**src/hw/rtl/pgse_pkg.sv**
```systemverilog
`timescale 1ns / 1ps

package pgse_pkg;

    // Field widths of the request, response and configuration channels.
    localparam int REQ_TYPE_W = 2;
    localparam int INDEX_W    = 10;
    localparam int PART_W     = 16;
    localparam int GATE_W     = 2;
    localparam int QUBIT_W    = 4;
    localparam int QCFG_W     = 4;

    localparam logic [QCFG_W-1:0] QUBITS_RESET = 4'd10;

    typedef enum logic [REQ_TYPE_W-1:0] {
        REQ_LOAD = 2'd0,
        REQ_READ = 2'd1,
        REQ_GATE = 2'd2
    } req_code_t;

    typedef enum logic [GATE_W-1:0] {
        GATE_X = 2'd0,
        GATE_Y = 2'd1,
        GATE_Z = 2'd2
    } gate_code_t;

    typedef enum logic [1:0] {
        ST_IDLE,
        ST_GATE,
        ST_FINISH
    } pgse_state_t;

    // Commands from the controller to the datapath.
    typedef struct packed {
        logic accept;
        logic out_load;
    } pgse_cmd_t;

    // Status from the datapath to the controller.
    typedef struct packed {
        logic gate_ok;
        logic gate_done;
    } pgse_stat_t;

endpackage

```
**src/hw/rtl/pgse_ctrl.sv**
```systemverilog
`timescale 1ns / 1ps

module pgse_ctrl (
    input  logic                 clk,
    input  logic                 rst_n,
    input  logic                 req_valid,
    output logic                 req_ready,
    output logic                 rsp_valid,
    input  logic                 rsp_ready,
    input  pgse_pkg::pgse_stat_t stat,
    output pgse_pkg::pgse_cmd_t  cmd
);
    import pgse_pkg::*;

    pgse_state_t state_reg;
    pgse_state_t state_next;
    logic        out_valid_reg;
    logic        out_valid_next;

    always_ff @(posedge clk or negedge rst_n)
    begin
        if (!rst_n)
        begin
            state_reg     <= ST_IDLE;
            out_valid_reg <= 1'b0;
        end
        else
        begin
            state_reg     <= state_next;
            out_valid_reg <= out_valid_next;
        end
    end

    always_comb
    begin
        state_next   = state_reg;
        cmd          = '0;
        req_ready    = 1'b0;
        case (state_reg)
            ST_IDLE:
            begin
                req_ready = 1'b1;
                if (req_valid)
                begin
                    cmd.accept = 1'b1;
                    state_next = stat.gate_ok ? ST_GATE : ST_FINISH;
                end
            end
            ST_GATE:
            begin
                if (stat.gate_done)
                begin
                    state_next = ST_FINISH;
                end
            end
            ST_FINISH:
            begin
                // The result moves to the output register once it is free.
                if (!out_valid_reg || rsp_ready)
                begin
                    cmd.out_load = 1'b1;
                    state_next   = ST_IDLE;
                end
            end
            default:
            begin
                state_next = ST_IDLE;
            end
        endcase

        if (cmd.out_load)
        begin
            out_valid_next = 1'b1;
        end
        else if (rsp_ready)
        begin
            out_valid_next = 1'b0;
        end
        else
        begin
            out_valid_next = out_valid_reg;
        end
    end

    assign rsp_valid = out_valid_reg;

endmodule

```
**config.mk**
```make
export PLATFORM = sky130hd
export DESIGN_NAME = pgse_ctrl
export DESIGN_NICKNAME = d
export VERILOG_FILES = /design/src/hw/rtl/pgse_pkg.sv /design/src/hw/rtl/pgse_ctrl.sv
export SDC_FILE = /design/constraint.sdc
export NUM_CORES = 1
export LEC_CHECK = 0
export ABC_AREA = 0
export BUFFER_PORTS_ARGS = -buffer_cell sky130_fd_sc_hd__buf_2
export CELL_PAD_IN_SITES_DETAIL_PLACEMENT = 2
export CELL_PAD_IN_SITES_GLOBAL_PLACEMENT = 2
export CORE_AREA = 3 3 40 42
export CTS_BUF_LIST = sky130_fd_sc_hd__clkbuf_8
export CTS_CLUSTER_DIAMETER = 50
export DETAILED_ROUTE_END_ITERATION = 12
export DIE_AREA = 0 0 43 45
export HOLD_SLACK_MARGIN = 0.03
export PLACE_DENSITY_LB_ADDON = 0.1
export SLEW_MARGIN = 20
export SYNTH_ARGS = -nofsm -noshare
export SYNTH_HDL_FRONTEND = slang
export SYNTH_SLANG_ARGS = --single-unit
```
**constraint.sdc**
```tcl
create_clock -name clk -period 0.9 [get_ports clk]
set_input_delay 0.135 -clock clk [delete_from_list [all_inputs] [get_ports clk]]
set_output_delay 0.135 -clock clk [all_outputs]
set_load 0.005 [all_outputs]
```
==> results of run 1 <==
path summary, 6_finish.rpt:
path | slack (ns) | to | start | cells past startpoint
setup / recovery | -0.22 | cmd[1] | state_reg[1]$_DFFE_PN0P_ | 3
hold / removal | 0.22 | state_reg[0]$_DFFE_PN0P_ | stat[0] | 3
setup reg to reg | -0.19 | state_reg[0]$_DFFE_PN0P_ | state_reg[0]$_DFFE_PN0P_ | 4
hold reg to reg | 0.59 | state_reg[0]$_DFFE_PN0P_ | state_reg[1]$_DFFE_PN0P_ | 2
max in group asynchronous | 0.53 | state_reg[1]$_DFFE_PN0P_ | rst_n | 2
min in group asynchronous | 0.25 | rsp_valid$_DFFE_PN0P_ | rst_n | 2
tightest hold or removal path: stages:
cell    delay, ns
buf_2        0.10
mux2_4       0.14
nor2_2       0.03
synthesized netlist by cell type (all sizes together):
cell,count
dfrtp,3
nor2,3
nand2,2
nand2b,2
a22oi,1
and2,1
buf,1
mux2,1
nor2b,1
o22ai,1
power by group through the flow:
stage          registers, mW  logic [mW]  clock network (mW)
4_1_cts                0.201       0.237               0.389
2_1_floorplan          0.201      0.0974                   0
5_1_grt                0.208       0.278               0.416
3_5_place_dp           0.204       0.197                   0
3_3_place_gp           0.204       0.196                   0
6_report               0.199       0.255               0.382
routing by layer:
layer	share of wire (%)	track usage, %	vias to the layer above
li1	-	-	91
met5	0	0	-
met3	11	3.586	2
met2	50	8.383	11
met4	4.0	10.84	0
met1	35	6.039	87
per-stage QoR:
stage / std cells / power [mW] / cell area [µm²] / util [%]
floorplan: 16 / 0.2981 / 165.2 / -
global placement: 42 / 0.4006 / 244.0 / 18.99
detailed placement: 42 / 0.4011 / 244.0 / 18.99
CTS: 48 / 0.8273 / 324.1 / 25.22
global route: 50 / 0.9022 / 340.3 / 26.48
finish: 50 / 0.8360 / 340.3 / 26.48
cell families (layout without fill, tap and decap cells):
logic type,after synthesis,after routing
multiplexers,1,1
flip-flops,3,3
AO/OA/AOI/OAI,2,2
buffers and inverters,1,20
AND/OR/NAND/NOR,9,9
area by class of cell:
cell class                 count  area [µm²]  area share, %
timing repair buffer          16       103.9          30.51
clock inverter                 1       3.754          1.103
multi-input combinational     12       95.09          27.94
clock buffer                   3       41.29          12.13
tap                           15       18.77          5.515
sequential                     3       77.57          22.79
timing repair:
action / 4_1_cts / 5_1_grt
gates resized for setup: 5 / 1
endpoints found under the setup margin: 5 / 5
setup buffers: 1 / 2
hold buffers: 1 / 0
pin swaps: 2 / 1
hold endpoints to repair: 3 / 0
==> impl_metrics.csv, run 1 <==
group,metric,value,unit
setup_path,critical-path-top-delay-family,"flip-flops",
global_route,first_global_vias,201,
logic_synthesis,synth.area.top_cells,"dfrtp_1 48%, mux2_4 9.5%, nand2b_1 7.9%",
clock_network,cts_buffers,3,
layout,final_cell_mix,"9 x buf_2, 5 x buf_4, 3 x clkbuf_8",
placement,gp_congestion,0.6846,
logic_synthesis,synth_fa_ha_area_share,0,%
logic_synthesis,synth_largest_area_cell,"dfrtp_1",
sta,fin_crit,1.118,ns
sta,fin_hold_ws,0.2170,ns
die,initial_core_util,12.27,%
power,p_clk_share,45.6,%
power,power_density,2457,nW/µm²
sta,tightest_slew,0.1345,ns
setup_path,startpoint_type,"flip-flop",
logic_synthesis,ys_types,11,
sta,rsz0062_at_grt,"yes",
power,power_leakage,0.1719,nW
global_route,grt_usage,6.667,%
logic_synthesis,synth_xor_area_share,0,%
clock_network,clock-sinks,3,
power,p_comb_share,30.5,%
clock_network,cts_tree,"built",
logic_synthesis,ys_warn_count,0,
power,power.share.sequential,23.8,%
run_status,failed_checks,"negative setup slack",
placement,io_buffer_count,9,
layout,drive_gt1_share,71.43,%
die,die_w,43,µm
clock_network,cts-root-buf,"clkbuf_8",
detailed_routing,drtIter0Drc,1,
clock_network,clk_pin_slew,0.03,ns
layout,syn2layout_area_growth,115.9,%
sta,final-max-slew-violation-count,0,
setup_path,arrival,0.98,ns
logic_synthesis,synth-simple-area-share,29.37,%
sta,hold_violations,0,
layout,diodes,0,
job,maxCapViolations,0,
sta,relSlewSlack,91.03,%
setup_path,worstPathMaxFanout,3,
hold_path,worstHoldPathType,"input pin to flip-flop",
setup_path,critical_path.slowest_cell,"dfrtp_2",
logic_synthesis,ys_seq_elements,3,
layout,fin_nets,42,
logic_synthesis,synthMuxAreaShare,9.524,%
sta,fin_crit_sh,124.3,%
power,switchingPower,0.2131,mW
logic_synthesis,synth_nets,22,
die,die_area,1935,µm²
power,peakVddDrop,0.7688,mV
setup_path,worstSetupEndpointType,"output port",
placement,dpl_worst_slack,-0.05031,ns
logic_synthesis,synth_top_family_by_area,"simple AND/OR/NAND/NOR gates",
clock_network,h-tree-depth,1,
layout,layout.cells.most_common,"buf_2",
power,swShare,25.49,%
setup_path,cpPeakStageDelay,0.42,ns
global_route,gr-total-overflow,0,
setup_path,required,0.76,ns
logic_synthesis,synth_compound_area_share,8.730,%
detailed_routing,wl,471,µm
setup_path,path_cells,"nor2_1 > and2_1 > buf_2",
die,row_count,13,
clock_network,clk_latency,0.22,ns
power,internal_power,0.6229,mW
die,die_height,45,µm
logic_synthesis,synth_area_per_cell,9.853,µm²
run_status,status,"finished with violations",
die,core-area,1285,µm²
detailed_routing,firstDrtPassIters,2,
layout,nFillCells,165,
global_route,grt_max_degree,4,
logic_synthesis,synth_top_area_share,47.62,%
logic_synthesis,seq_area_frac_synth,47.62,%
detailed_routing,drt-vias-per-instance,3.820,
detailed_routing,vias,191,
sta,fin_ws,-0.2183,ns
logic_synthesis,synthCells,16,
sta,finalSetupViolations,6,
sta,max_freq,894.2,MHz
layout,largest_register_ffs,2,
setup_path,cp_num_buf_inv,1,
detailed_routing,drc,0,
die,num_io_pins,10,
detailed_routing,wl_per_cell,9.420,µm
sta,clock_skew,0.003679,ns
global_route,grt_first_pass_wirelength,786,µm
logic_synthesis,syn-cell-area,157.7,µm²
detailed_routing,ant_nets,0,
placement,place_hpwl,359.2,µm
sta,finalSetupTns,-0.8514,ns
clock_network,clock_path_buffers,2,
global_route,antenna_found_initial,0,
setup_path,path_class,"flip-flop to output port",
Note: power is estimated with default switching activity, not from simulation.
==> inputs of run 2 (changes only) <==
- CTS_BUF_LIST: sky130_fd_sc_hd__clkbuf_8 -> unset
==> run 2 against run 1 <==
Die area is the same. Hold slack lost 0.023 ns. Sequential share of layout area up 0.69 points. First-iteration DRC count is the same. Sequential power about the same. The run still ends with negative setup slack left.
==> impl_metrics.csv, run 2 (synthesis results as in run 1) <==
group,metric,value,unit
layout,utilization,25.71,%
placement,io_buffer_count,9,
sta,fin_hold_ws,0.1940,ns
clock_network,cts-root-buf,"clkbuf_4",
setup_path,startpoint_type,"flip-flop",
sta,hold_violations,0,
global_route,grt_max_degree,4,
global_route,grt_usage,6.333,%
power,total_power,0.7233,mW
sta,max_freq,874.6,MHz
clock_network,cts_buffers,3,
layout,syn2layout_area_growth,109.5,%
hold_path,worstHoldPathType,"input pin to flip-flop",
power,peakVddDrop,0.7332,mV
setup_path,critical_path.slowest_cell,"dfrtp_2",
die,die_area,1935,µm²
job,maxCapViolations,0,
clock_network,clock_path_buffers,2,
clock_network,h-tree-depth,1,
global_route,busiest_layer,"met2",
global_route,use_met1,6.280,%
layout,fin_nets,42,
power,power_density,2190,nW/µm²
layout,fin_cells,50,
placement,placed_cells,42,
run_status,failed_checks,"negative setup slack",
sta,fin_ws,-0.2434,ns
clock_network,clk_latency,0.24,ns
sta,finalSetupViolations,5,
detailed_routing,drtIter0Drc,1,
placement,gp_congestion,0.6846,
sta,finalSetupTns,-0.9192,ns
clock_network,cts_tree,"built",
sta,fin_crit,1.143,ns
sta,fin_crit_sh,127.0,%
layout,largest_register_ffs,2,
detailed_routing,wl_per_cell,9.920,µm
die,num_io_pins,10,
setup_path,worstSetupEndpointType,"output port",
die,row_count,13,
detailed_routing,drc,0,
setup_path,required,0.76,ns
global_route,antenna_found_initial,0,
clock_network,clock-sinks,3,
sta,clock_skew,0.002147,ns
global_route,grt_first_pass_wirelength,800,µm
power,power_leakage,0.1617,nW
detailed_routing,drt-vias-per-instance,3.780,
sta,tightest_slew,0.1348,ns
detailed_routing,wl,496,µm
layout,final_cell_mix,"9 x buf_2, 4 x buf_4, 3 x clkbuf_4",
layout,diodes,0,
die,initial_core_util,12.27,%
detailed_routing,ant_nets,0,
layout,layout.cells.most_common,"buf_2",
die,core-area,1285,µm²
global_route,first_global_vias,197,
die,die_height,45,µm
global_route,met2_usage,8.683,%
sta,final-max-slew-violation-count,0,
setup_path,cpPeakStageDelay,0.42,ns
sta,rsz0062_at_grt,"yes",
setup_path,arrival,1.01,ns
run_status,status,"finished with violations",
setup_path,worstPathMaxFanout,3,
clock_network,clk_pin_slew,0.04,ns
setup_path,path_class,"flip-flop to output port",
detailed_routing,vias,189,
detailed_routing,firstDrtPassIters,2,
die,die_w,43,µm
placement,place_hpwl,359.2,µm
setup_path,path_cells,"nand2b_4 > nor2b_1 > buf_2",
layout,drive_gt1_share,77.14,%
global_route,use_met3,4.781,%
layout,nFillCells,164,
sta,relSlewSlack,91.01,%
global_route,gr-total-overflow,0,
## run 2: final timing paths
path | start | to | slack (ns) | depth (start not counted)
min in group asynchronous | rst_n | rsp_valid$_DFFE_PN0P_ | 0.22 | 2
worst max-delay path | state_reg[0]$_DFFE_PN0P_ | cmd[0] | -0.24 | 3
worst max register to register | state_reg[0]$_DFFE_PN0P_ | state_reg[0]$_DFFE_PN0P_ | -0.21 | 4
worst min register to register | state_reg[1]$_DFFE_PN0P_ | state_reg[0]$_DFFE_PN0P_ | 0.60 | 2
max in group asynchronous | rst_n | state_reg[1]$_DFFE_PN0P_ | 0.56 | 2
worst min-delay path | stat[0] | state_reg[0]$_DFFE_PN0P_ | 0.19 | 3
## run 2: final cells by class
| cell class | count | area [µm²] | area share [%] |
|---|---|---|---|
| Multi-Input combinational cell | 12 | 100.1 | 30.30 |
| Tap cell | 15 | 18.77 | 5.682 |
| Sequential cell | 3 | 77.57 | 23.48 |
| Clock buffer | 4 | 26.28 | 7.955 |
| Timing Repair Buffer | 16 | 107.6 | 32.58 |
## run 2: through the flow
| step | instance area (µm²) | setup WS [ns] |
|---|---|---|
| finish | 330.3 | -0.2434 |
| global route | 330.3 | -0.3000 |
| CTS | 305.3 | -0.2729 |
| detailed placement | 244.0 | -0.05031 |
| global placement | 244.0 | -0.04386 |
| floorplan | 165.2 | 0.008049 |
## run 2: worst max-delay path, delay by kind of cell, from the launching register on
family / cells / cell delay (ns)
buffers and inverters: 1 / 0.12
DFF: 1 / 0.42
and+or+nand+nor: 2 / 0.24
## run 2: where the power goes
group          internal [mW]  switching, mW
logic                  0.173          0.100
clock network          0.167         0.0822
registers              0.170         0.0311
## run 2: routing by layer
| layer | vias to the layer above | share of wire, % |
|---|---|---|
| met4 | 0 | 2.4 |
| met1 | 86 | 37 |
| met2 | 11 | 52 |
| met3 | 2 | 8.3 |
| li1 | 90 | - |
| met5 | - | 0 |
## run 2: repair_timing
| item | 4_1_cts | 5_1_grt |
|---|---|---|
| hold endpoints to repair | 3 | 0 |
| buffers inserted | 1 | 2 |
| pin swaps | 2 | 1 |
| gates resized for setup | 5 | 4 |
| hold buffers | 1 | 0 |
| setup endpoints to repair | 5 | 6 |
